===== config.mk =====
export PLATFORM = sky130hd
export DESIGN_NAME = l2_vector_normalizer
export DESIGN_NICKNAME = d
export VERILOG_FILES = /design/src/design/l2vn_pkg.sv /design/src/design/l2vn_ram.sv /design/src/design/l2vn_unit.sv /design/src/design/l2_vector_normalizer.sv
export SDC_FILE = /design/constraint.sdc
export NUM_CORES = 2
export LEC_CHECK = 0
export BUFFER_PORTS_ARGS = -buffer_cell sky130_fd_sc_hd__buf_4
export CAP_MARGIN = 15
export CORE_MARGIN = 3
export CORE_UTILIZATION = 41
export DETAILED_ROUTE_END_ITERATION = 8
export PLACE_DENSITY = 0.56
export SETUP_SLACK_MARGIN = 0.4
export SLEW_MARGIN = 20
export SYNTH_ARGS = -nofsm -noshare
export SYNTH_HDL_FRONTEND = slang
export SYNTH_HIERARCHICAL = 1
export SYNTH_SLANG_ARGS = --single-unit

===== constraint.sdc =====
create_clock -name i_clk -period 8.22 [get_ports i_clk]
set_input_delay 0.822 -clock i_clk [delete_from_list [all_inputs] [get_ports i_clk]]
set_output_delay 0.822 -clock i_clk [all_outputs]
set_load 0.01 [all_outputs]

===== src/design/l2vn_pkg.sv =====
// shared constants, types and state encodings of the l2 vector normalizer
package l2vn_pkg;

    // vector buffer geometry
    localparam int MAX_LEN     = 64;
    localparam int STORE_DEPTH = 64;
    localparam int ADDR_W      = $clog2(STORE_DEPTH);
    localparam int CNT_W       = $clog2(MAX_LEN + 1);

    // datapath widths
    localparam int DATA_W  = 16;              // q4.12 element
    localparam int SQ_W    = 31;              // square of one element, at most 2^30
    localparam int SUM_W   = 37;              // sum of squares over the buffer
    localparam int QUO_W   = 31;              // x^2 * 2^30 / sum, at most 2^30
    localparam int QCNT_W  = $clog2(QUO_W);
    localparam int ROOT_W  = 32;              // square root working register
    localparam int BIT_W   = QUO_W;           // one-hot test bit of the root search
    localparam int MAG_W   = 15;              // rounded q1.14 magnitude
    localparam int RES_ONE = 16384;           // 1.0 in q1.14

    // top level sequencer
    typedef enum logic [1:0] {
        ST_LOAD,
        ST_READ,
        ST_START,
        ST_CALC
    } t_state;

    // divide and root unit
    typedef enum logic [2:0] {
        U_IDLE,
        U_SQUARE,
        U_DIV,
        U_SQRT,
        U_DONE
    } t_unit_state;

    typedef struct packed {
        logic              start;
        logic [DATA_W-1:0] mag;
    } t_unit_req;

    typedef struct packed {
        logic             done;
        logic [MAG_W-1:0] mag;
    } t_unit_rsp;

endpackage


===== src/design/l2vn_ram.sv =====
// generic single write port, single read port ram with registered read
module l2vn_ram #(
    parameter int WIDTH = 16,
    parameter int DEPTH = 64
) (
    input  logic                     i_clk,
    input  logic                     i_wr_en,
    input  logic [$clog2(DEPTH)-1:0] i_wr_addr,
    input  logic [WIDTH-1:0]         i_wr_data,
    input  logic                     i_rd_en,
    input  logic [$clog2(DEPTH)-1:0] i_rd_addr,
    output logic [WIDTH-1:0]         o_rd_data
);

    logic [WIDTH-1:0] r_mem [DEPTH];
    logic [WIDTH-1:0] r_rd_data;

    // write port
    always_ff @(posedge i_clk) begin
        if (i_wr_en) begin
            r_mem[i_wr_addr] <= i_wr_data;
        end
    end

    // registered read port
    always_ff @(posedge i_clk) begin
        if (i_rd_en) begin
            r_rd_data <= r_mem[i_rd_addr];
        end
    end

    assign o_rd_data = r_rd_data;

endmodule


===== src/design/l2vn_unit.sv =====
// per element arithmetic: square, restoring divide by the sum, integer root, rounding
module l2vn_unit (
    input  logic                     i_clk,
    input  logic                     i_rst_n,
    input  l2vn_pkg::t_unit_req      i_req,
    input  logic [l2vn_pkg::SUM_W-1:0] i_sum,
    output l2vn_pkg::t_unit_rsp      o_rsp
);
    import l2vn_pkg::*;

    t_unit_state        r_state;
    t_unit_state        n_state;
    logic [DATA_W-1:0]  r_mag;
    logic               r_lsb;
    logic [SUM_W-1:0]   r_rem;
    logic [QUO_W-1:0]   r_quo;
    logic [QCNT_W-1:0]  r_cnt;
    logic [ROOT_W-1:0]  r_root;
    logic [BIT_W-1:0]   r_bit;

    logic [2*DATA_W-1:0] w_sq;
    logic [SUM_W:0]      w_shift;
    logic [SUM_W:0]      w_diff;
    logic                w_ge;
    logic [ROOT_W-1:0]   w_trial;
    logic [ROOT_W-1:0]   w_rad;
    logic [ROOT_W-1:0]   w_rad_diff;
    logic                w_fit;
    logic [MAG_W+1:0]    w_round;

    // square of the magnitude
    assign w_sq = r_mag * r_mag;

    // one quotient bit per cycle, the square's low bit enters on the first step
    assign w_shift = {r_rem, (r_cnt == '0) ? r_lsb : 1'b0};
    assign w_ge    = (w_shift >= {1'b0, i_sum});
    assign w_diff  = w_shift - {1'b0, i_sum};

    // one root bit per cycle, test bits walk down by two
    assign w_trial    = r_root + ROOT_W'(r_bit);
    assign w_rad      = ROOT_W'(r_quo);
    assign w_fit      = (w_rad >= w_trial);
    assign w_rad_diff = w_rad - w_trial;

    // round half away from zero on the magnitude
    assign w_round = {1'b0, r_root[MAG_W:0]} + (MAG_W+2)'(1);

    // next state
    always_comb begin
        n_state = r_state;
        unique case (r_state)
            U_IDLE:   if (i_req.start) n_state = U_SQUARE;
            U_SQUARE: n_state = U_DIV;
            U_DIV:    if (r_cnt == QCNT_W'(QUO_W - 1)) n_state = U_SQRT;
            U_SQRT:   if (r_bit[0]) n_state = U_DONE;
            U_DONE:   if (i_req.start) n_state = U_SQUARE;
            default:  n_state = U_IDLE;
        endcase
    end

    // state register
    always_ff @(posedge i_clk) begin
        if (!i_rst_n) begin
            r_state <= U_IDLE;
        end else begin
            r_state <= n_state;
        end
    end

    // datapath registers
    always_ff @(posedge i_clk) begin
        unique case (r_state)
            U_IDLE, U_DONE: begin
                if (i_req.start) begin
                    r_mag <= i_req.mag;
                end
            end
            U_SQUARE: begin
                r_rem <= SUM_W'(w_sq[SQ_W-1:1]);
                r_lsb <= w_sq[0];
                r_cnt <= '0;
            end
            U_DIV: begin
                r_rem  <= w_ge ? w_diff[SUM_W-1:0] : w_shift[SUM_W-1:0];
                r_quo  <= {r_quo[QUO_W-2:0], w_ge};
                r_cnt  <= r_cnt + QCNT_W'(1);
                r_root <= '0;
                r_bit  <= BIT_W'(1) << (BIT_W - 1);
            end
            U_SQRT: begin
                if (w_fit) begin
                    r_quo  <= w_rad_diff[QUO_W-1:0];
                    r_root <= (r_root >> 1) + ROOT_W'(r_bit);
                end else begin
                    r_root <= r_root >> 1;
                end
                r_bit <= r_bit >> 2;
            end
            default: begin
            end
        endcase
    end

    // response
    always_comb begin
        o_rsp.done = (r_state == U_DONE);
        o_rsp.mag  = w_round[MAG_W:1];
    end

endmodule


===== src/design/l2_vector_normalizer.sv =====
// top level of the l2 vector normalizer: load sequencer, element buffer, output register
//
// Input channel: one vector element (signed q4.12) per word on i_element_value,
// with i_is_last_in set on the final element. Words are taken one per cycle
// while o_in_stall is low; the first 64 elements of a vector are buffered and
// their squares summed, later ones are dropped and flag the run as overflowed.
// After the last word o_in_stall stays high while the stored elements are
// emitted in order, each divided by the vector's euclidean norm, as rounded
// signed q1.14 on o_normalized_value; o_is_last_out marks the final word and
// o_overflowed is set on every word of a run that lost elements. A zero sum
// gives zero outputs.
// Each output word passes through buffer read, unit start, squaring, a 31 step
// restoring divide, a 16 step integer root and a done state; a zero sum skips
// the unit and goes straight from the unit start to the output register.
// The result sits in an output register; a stall from the receiver holds it
// and halts the next element after its arithmetic finishes. Once the final
// word is loaded the block takes the next vector at once.
// Reset (synchronous, active low) empties the run state and output register;
// the buffer needs no clearing.
module l2_vector_normalizer (
    input  logic                        i_clk,
    input  logic                        i_rst_n,
    input  logic                        i_in_valid,
    output logic                        o_in_stall,
    input  logic [l2vn_pkg::DATA_W-1:0] i_element_value,
    input  logic                        i_is_last_in,
    output logic                        o_out_valid,
    input  logic                        i_out_stall,
    output logic [l2vn_pkg::DATA_W-1:0] o_normalized_value,
    output logic                        o_is_last_out,
    output logic                        o_overflowed
);
    import l2vn_pkg::*;

    t_state              r_state;
    t_state              n_state;
    logic [SUM_W-1:0]    r_sum;
    logic [CNT_W-1:0]    r_count;
    logic                r_drop;
    logic [ADDR_W-1:0]   r_idx;
    logic                r_neg;
    logic                r_out_valid;
    logic [DATA_W-1:0]   r_out_value;
    logic                r_out_last;
    logic                r_out_ovf;

    logic                w_in_acc;
    logic                w_store;
    logic [2*DATA_W-1:0] w_prod;
    logic [DATA_W-1:0]   w_rd_data;
    logic [DATA_W-1:0]   w_rd_mag;
    logic                w_sum_zero;
    logic                w_out_free;
    logic                w_idx_last;
    logic                w_rd_en;
    logic                w_load_out;
    logic [DATA_W-1:0]   w_res_value;
    t_unit_req           w_req;
    t_unit_rsp           w_rsp;

    // input handshake and buffer admission
    assign o_in_stall = (r_state != ST_LOAD);
    assign w_in_acc   = i_in_valid && !o_in_stall;
    assign w_store    = w_in_acc && (r_count < CNT_W'(MAX_LEN));
    assign w_prod     = $signed(i_element_value) * $signed(i_element_value);

    assign w_sum_zero = (r_sum == '0);
    assign w_out_free = !r_out_valid || !i_out_stall;
    assign w_idx_last = (CNT_W'(r_idx) + CNT_W'(1)) == r_count;
    assign w_rd_mag   = w_rd_data[DATA_W-1] ? (~w_rd_data + DATA_W'(1)) : w_rd_data;

    // element buffer
    l2vn_ram #(
        .WIDTH (DATA_W),
        .DEPTH (STORE_DEPTH)
    ) u_store (
        .i_clk     (i_clk),
        .i_wr_en   (w_store),
        .i_wr_addr (r_count[ADDR_W-1:0]),
        .i_wr_data (i_element_value),
        .i_rd_en   (w_rd_en),
        .i_rd_addr (r_idx),
        .o_rd_data (w_rd_data)
    );

    // divide and root unit
    l2vn_unit u_unit (
        .i_clk   (i_clk),
        .i_rst_n (i_rst_n),
        .i_req   (w_req),
        .i_sum   (r_sum),
        .o_rsp   (w_rsp)
    );

    // next state
    always_comb begin
        n_state = r_state;
        unique case (r_state)
            ST_LOAD:  if (w_in_acc && i_is_last_in) n_state = ST_READ;
            ST_READ:  n_state = ST_START;
            ST_START: n_state = ST_CALC;
            ST_CALC: begin
                if (w_load_out) begin
                    n_state = w_idx_last ? ST_LOAD : ST_READ;
                end
            end
            default:  n_state = ST_LOAD;
        endcase
    end

    // sequencer outputs
    always_comb begin
        w_rd_en    = 1'b0;
        w_req      = '0;
        w_load_out = 1'b0;
        unique case (r_state)
            ST_READ:  w_rd_en = 1'b1;
            ST_START: begin
                w_req.start = !w_sum_zero;
                w_req.mag   = w_rd_mag;
            end
            ST_CALC:  w_load_out = (w_sum_zero || w_rsp.done) && w_out_free;
            default: begin
            end
        endcase
    end

    // signed result
    always_comb begin
        if (w_sum_zero) begin
            w_res_value = '0;
        end else if (r_neg) begin
            w_res_value = DATA_W'(0) - DATA_W'(w_rsp.mag);
        end else begin
            w_res_value = DATA_W'(w_rsp.mag);
        end
    end

    // control registers
    always_ff @(posedge i_clk) begin
        if (!i_rst_n) begin
            r_state     <= ST_LOAD;
            r_sum       <= '0;
            r_count     <= '0;
            r_drop      <= 1'b0;
            r_idx       <= '0;
            r_out_valid <= 1'b0;
        end else begin
            r_state <= n_state;
            if (w_store) begin
                r_sum   <= r_sum + SUM_W'(w_prod[SQ_W-1:0]);
                r_count <= r_count + CNT_W'(1);
            end else if (w_in_acc) begin
                r_drop <= 1'b1;
            end
            if (w_in_acc && i_is_last_in) begin
                r_idx <= '0;
            end
            if (w_load_out) begin
                r_idx <= r_idx + ADDR_W'(1);
                if (w_idx_last) begin
                    r_sum   <= '0;
                    r_count <= '0;
                    r_drop  <= 1'b0;
                end
            end
            if (w_load_out) begin
                r_out_valid <= 1'b1;
            end else if (!i_out_stall) begin
                r_out_valid <= 1'b0;
            end
        end
    end

    // payload registers
    always_ff @(posedge i_clk) begin
        if (r_state == ST_START) begin
            r_neg <= w_rd_data[DATA_W-1];
        end
        if (w_load_out) begin
            r_out_value <= w_res_value;
            r_out_last  <= w_idx_last;
            r_out_ovf   <= r_drop;
        end
    end

    assign o_out_valid        = r_out_valid;
    assign o_normalized_value = r_out_value;
    assign o_is_last_out      = r_out_last;
    assign o_overflowed       = r_out_ovf;

    // fill count never passes the buffer size
    a_count_range: assert property (@(posedge i_clk) disable iff (!i_rst_n)
        r_count <= CNT_W'(MAX_LEN))
        else $error("element count beyond buffer size");

    // elements are only dropped once the buffer is full
    a_drop_full: assert property (@(posedge i_clk) disable iff (!i_rst_n)
        r_drop |-> (r_count == CNT_W'(MAX_LEN)))
        else $error("drop flag set with free buffer entries");

    // a last word starts emission and closes the input side
    a_last_stalls: assert property (@(posedge i_clk) disable iff (!i_rst_n)
        (w_in_acc && i_is_last_in) |=> o_in_stall)
        else $error("input open right after last word");

    // normalized words stay within plus or minus one
    a_out_range: assert property (@(posedge i_clk) disable iff (!i_rst_n)
        o_out_valid |-> ($signed(o_normalized_value) <= $signed(DATA_W'(RES_ONE))
                      && $signed(o_normalized_value) >= -$signed(DATA_W'(RES_ONE))))
        else $error("normalized word out of range");

endmodule


=== Word-level counts from Yosys, hierarchy flattened ===
Memory sizes are Yosys's and may differ from the RTL's. A register that Yosys moved wholly into a read port is not among the register bits.
Index checks and enable logic that the tools add are counted.

* Input bits: 21
* Memories: 1
* Memory bits (writable): 1024
* Bits in registers: 229
* Output and inout port bits: 20

{| class="wikitable"
|+ Memory list
! name !! words !! width !! read ports !! clocked after memory_dff !! write ports !! RTL line !! text
|-
| u_store.r_mem || 64 || 16 || 1 || 1 || 1 || l2vn_ram.sv:15 || <nowiki>logic [WIDTH-1:0] r_mem [DEPTH];</nowiki>
|}

* Reductions and logical operators: 25
* Order comparisons: 3
* Add/sub/neg operators: 12
* Mux-type cells: 38
* Bitwise operators: 2
* Multiply operators: 2
* Equality and inequality tests: 16

{| class="wikitable"
|+ Operators by type and width
! cell !! count
|-
| 37-bit two-way mux || 4
|-
| 31-bit case mux with 2 select lines || 2
|-
| 37-bit case mux with 2 select lines || 1
|-
| 32-bit case mux with 2 select lines || 1
|-
| 16-bit by 16-bit multiplier with 31-bit output || 2
|-
| 38-bit by 37-bit >= comparator with 1-bit output || 1
|-
| 37-bit by 31-bit adder with 37-bit output || 1
|-
| 37-bit zero test || 1
|-
| 37-bit subtractor || 1
|-
| 16-bit by 1-bit adder with 16-bit output, second input constant || 2
|-
| 31-bit by 31-bit adder with 32-bit output || 1
|-
| 32-bit by 31-bit adder with 32-bit output || 1
|-
| 31-bit by 32-bit >= comparator with 1-bit output || 1
|-
| 32-bit two-way mux || 1
|-
| 31-bit two-way mux || 1
|-
| 31-bit subtractor || 1
|-
| 7-bit two-way mux || 3
|-
| 17-bit two-way mux || 1
|-
| 16-bit two-way mux || 1
|-
| 16-bit inverter || 1
|-
| 1-bit by 15-bit subtractor with 16-bit output, first input constant || 1
|-
| 15-bit two-way mux || 1
|-
| 1-bit two-way mux || 12
|-
| 6-bit two-way mux || 2
|-
| 30 further kinds || 54
|}

=== Depth between registers and ports, before layout ===
* Depth after elaboration: 7
* Depth in mapped cells: 34
* Depth with buffers taken out: 33

=== Modules after synthesis ===
The synthesis kept the hierarchy.

{| class="wikitable"
|+ By module, submodules not included
! module !! instances !! area each (µm²) !! cells an instance
|-
| l2vn_ram || 1 || 40202.3 || 1829
|-
| l2vn_unit || 1 || 18930.7 || 2139
|-
| l2_vector_normalizer || 1 || 13914.6 || 1601
|}

=== Worst setup path before layout ===
Ideal clock, no wire load.

* Kind: in2reg
* Start: input port i_element_value[15] (netlist name)
* End: register r_sum[35]
* Setup slack: 0.166 ns
* Arrival: 7.940 ns
* Setup time: 0.114 ns
* Cell stages on the path: 29
* Path through: clkbuf_1 > clkbuf_1 > nand2_1 > fa_1 > fa_1 > inv_1 > fa_1 > fa_1 > fa_1 > inv_1 > fa_1 > inv_1 > ha_1 > nand2_1 > nand2_1 > a21o_1 > a21oi_1 > nor3b_1 > o21ai_0 > a31o_2 > a21oi_1 > xnor2_1 > ha_1 > a21o_1 > a21oi_1 > a21boi_0 > a31oi_1 > xor2_1 > nor2_1

* Longest elaborated chain between the ends: 5

{| class="wikitable"
|+ RTL lines
! element !! RTL line !! text
|-
| from (decl) || l2_vector_normalizer.sv:25 || <nowiki>input logic [l2vn_pkg::DATA_W-1:0] i_element_value,</nowiki>
|-
| 16-bit by 16-bit multiplier with 31-bit output (*) || l2_vector_normalizer.sv:65 || <nowiki>assign w_prod = $signed(i_element_value) * $signed(i_element_value);</nowiki>
|-
| 37-bit by 31-bit adder with 37-bit output (*) || l2_vector_normalizer.sv:151 || <nowiki>r_sum <= r_sum + SUM_W'(w_prod[SQ_W-1:0]);</nowiki>
|-
| 37-bit two-way mux (*) || l2_vector_normalizer.sv:150 || <nowiki>if (w_store) begin</nowiki>
|-
| 37-bit two-way mux || l2_vector_normalizer.sv:161 || <nowiki>if (w_idx_last) begin</nowiki>
|-
| 37-bit two-way mux (*) || l2_vector_normalizer.sv:159 || <nowiki>if (w_load_out) begin</nowiki>
|-
| to (signal assigned) || l2_vector_normalizer.sv:151 ||
|-
| to (decl) || l2_vector_normalizer.sv:37 || <nowiki>logic [SUM_W-1:0] r_sum;</nowiki>
|}

Every way passes the cells marked *; elsewhere a longest branch is shown, timed or not.
A chain may end at the register's enable or synchronous reset.

=== Worst setup path in the final report ===
* Start: input port i_element_value[9] (netlist name)
* End: register r_sum[29]

Same word-level chain as after synthesis.

==> impl_metrics.ini <==
[outcome]
outcome = finished, final reports clean

[timing]
slew_headroom = 0.266
finalCritPeriodShare = 0.898
hold_viol_final = 0
final-max-slew-violation-count = 0
period_needed_ps = 7380
finalSetupTns_ps = 0
fin_skew_ps = 50.0
tightest_slew_ps = 1100
rsz0062_at_grt = yes
clock.fmax_mhz = 135
timing.final.setup_violations = 0

[cells_and_area]
final_common_cell = edfxtp_1
instances_no_fill = 8161
drive_gt1_frac = 0.124
multi_input_area_um2 = 32400
nFillCells = 15700
nets = 6458
most-common-layout-cells = 1,197 x edfxtp_1, 650 x inv_1, 463 x nand2_1, 389 x fa_1, 338 x ha_1
area_growth_syn_to_layout_pct = 10.8
finalCoreUtilization = 0.458
regArea_um2 = 37100
stdcell_area_um2 = 80900

[grt]
grt_pass1_wl_mm = 278
grt_pass1_vias = 45200
grt_max_degree = 115
overflow = 0
grt_usage = 0.196
antenna_found_initial = 6

[route]
vias_per_cell = 5.42
wl_mm = 180
firstDrtPassIters = 5
drt-wirelength-per-cell_um = 22.0
drt-initial-drc-count = 3541
drc = 0
postRouteAntennaNets = 0
vias = 44300

[synth]
synth-edff-count = 1197
syn-cell-area_um2 = 73000
yosysSeqAreaShare = 0.508
yosysTopAreaCell = edfxtp_1
synth_top_area_frac = 0.492
avgSynthCellArea_um2 = 13.1
ys.flop_type = edfxtp_1
yosysWarnings = 6
synth-async-reset-ratio = 0
synth_area_leaders = edfxtp_1 49%, fa_1 11%, mux4_2 6.8%
synth_fp_nets = 6318
synth_seq_cells = 1254
yosysUniqueCellTypes = 101
syn_inst = 5569

[floorplanning]
dieArea_um2 = 183000
die_h_um = 428
design.core.area_um2 = 177000
start_util = 0.413
pin_count = 41
dieWidth_um = 428
num_rows = 154

[placement]
hpwl_mm = 123
place_area_um2 = 76500
gp_congestion = 0.827
port_buffers = 40
numPlacedInstances = 7908

[cts]
cts_buffers = 138
clock_sinks = 1254
cts_tree = done
htreeDepth = 4
cts.clk_slew.worst_paths_ps = 60
ctsHoldBuffers = 0
cts_buffer_depth = 3
clkLatencyLatePin_ps = 780
cts-root-buf = clkbuf_16

[setup_path]
start_kind = primary input
crit_required_ps = 8860
crit_top_cell = fa_1
cp_max_fo = 11
arrival_ps = 8020
cp-end-kind = flop
slowest_stage = fa_1
critical_path_class = in -> reg
slowest_delay_ps = 530

[run]
drv_cap = 0

[worst_hold_path]
hold_path_class = in -> reg
## Yosys cell counts, types with 10 or more instances
| cell type | n |
|---|---|
| or3_1 | 25 |
| edfxtp_1 | 1197 |
| mux2i_1 | 108 |
| nor3_1 | 49 |
| o31ai_1 | 21 |
| o21ai_0 | 159 |
| xnor2_1 | 153 |
| xor2_1 | 112 |
| nand4_1 | 39 |
| nor4_1 | 15 |
| nor2b_1 | 65 |
| nor3b_1 | 11 |
| a21boi_0 | 16 |
| a31oi_1 | 53 |
| buf_4 | 16 |
| o21ai_1 | 15 |
| a221oi_1 | 19 |
| and3_1 | 37 |
| ha_1 | 338 |
| a31o_2 | 12 |
| buf_2 | 56 |
| fa_1 | 390 |
| nor2_1 | 273 |
| nand3_1 | 86 |
| nand2b_1 | 37 |
| o211ai_1 | 16 |
| a211oi_1 | 47 |
| clkbuf_1 | 101 |
| or2_2 | 10 |
| dfxtp_1 | 57 |
| o21a_1 | 20 |
| a22oi_1 | 44 |
| a41oi_1 | 13 |
| nand2_1 | 463 |
| a21o_1 | 53 |
| a211o_1 | 12 |
| a311oi_1 | 12 |
| o21bai_1 | 17 |
| mux2_2 | 30 |
| inv_1 | 653 |
| buf_6 | 22 |
| mux4_2 | 220 |
| and2_1 | 106 |
| a21oi_1 | 217 |
## sequential cells by signal (all words and copies together) (netlist names), 16 cells and up
register            count
r_sum                  37
o_normalized_value     16
u_unit/r_rem           37
u_unit/r_mag           16
u_store/o_rd_data      16
u_store/r_mem        1024
u_unit/r_root          32
u_unit/r_quo           31
u_unit/r_bit           16
## final cells by class
cell class	instances	area share
Sequential cell	1254	0.459
Multi-Input combinational cell	3447	0.400
Clock buffer	173	0.0444
Tap cell	2340	0.0362
Inverter	654	0.0303
Timing Repair Buffer	214	0.0208
Clock inverter	78	0.00970
Antenna cell	1	0.0000309
## metrics by stage
stage / hold slack (ps) / setup WS, ps
finish: 356 / 839
global route: 353 / 414
CTS: 311 / 827
detailed placement: 425 / -2.73
global placement: 418 / 107
floorplan: 409 / 427
## routing by layer
layer | GRT usage | wire [um] | part of all wire | up-vias
met5 | 0 | 21 | 0.00012 | -
met4 | 0.0445 | 3890 | 0.022 | 4
met3 | 0.0279 | 8250 | 0.046 | 224
met2 | 0.325 | 86100 | 0.48 | 991
met1 | 0.276 | 81400 | 0.45 | 22700
li1 | - | - | - | 20400
## worst max-delay path, delay by kind of cell
kind | cells | cell delay, ps
adder cells (fa/ha/maj) | 8 | 3620
buffers and inverters | 6 | 530
AND/OR/NAND/NOR | 2 | 330
multiplexers | 1 | 200
XOR/XNOR | 1 | 150
AO/OA/AOI/OAI | 11 | 2330
## worst paths after layout
path	end	slack (ps)	depth (start not counted)	from
min reg2reg	o_overflowed	440	0	r_drop
min	r_drop	360	3	i_in_valid
max reg2reg	u_unit/r_rem[28]	1000	20	u_unit/r_mag[8]
max	r_sum[29]	840	29	i_element_value[9]
## what timing repair did
item | CTS | global route
setup endpoints to repair | 0 | 6
endpoints found under the hold margin | 0 | 0
setup buffers | 0 | 0
gates resized for setup | 0 | 3
## kinds of logic (layout without fill, tap and decap cells)
group,after synthesis,after routing,share of synthesized area
other cells,0,1,0
compound gates,830,830,0.0746
fa+ha+maj,728,728,0.165
mux,362,362,0.0887
buf+inv,868,1119,0.0503
xor+xnor,265,265,0.0318
flops,1254,1254,0.508
simple gates,1262,1262,0.0822
Power is not shown: default switching activity piles up to over one toggle a cycle in this logic, so the estimate is an artifact.
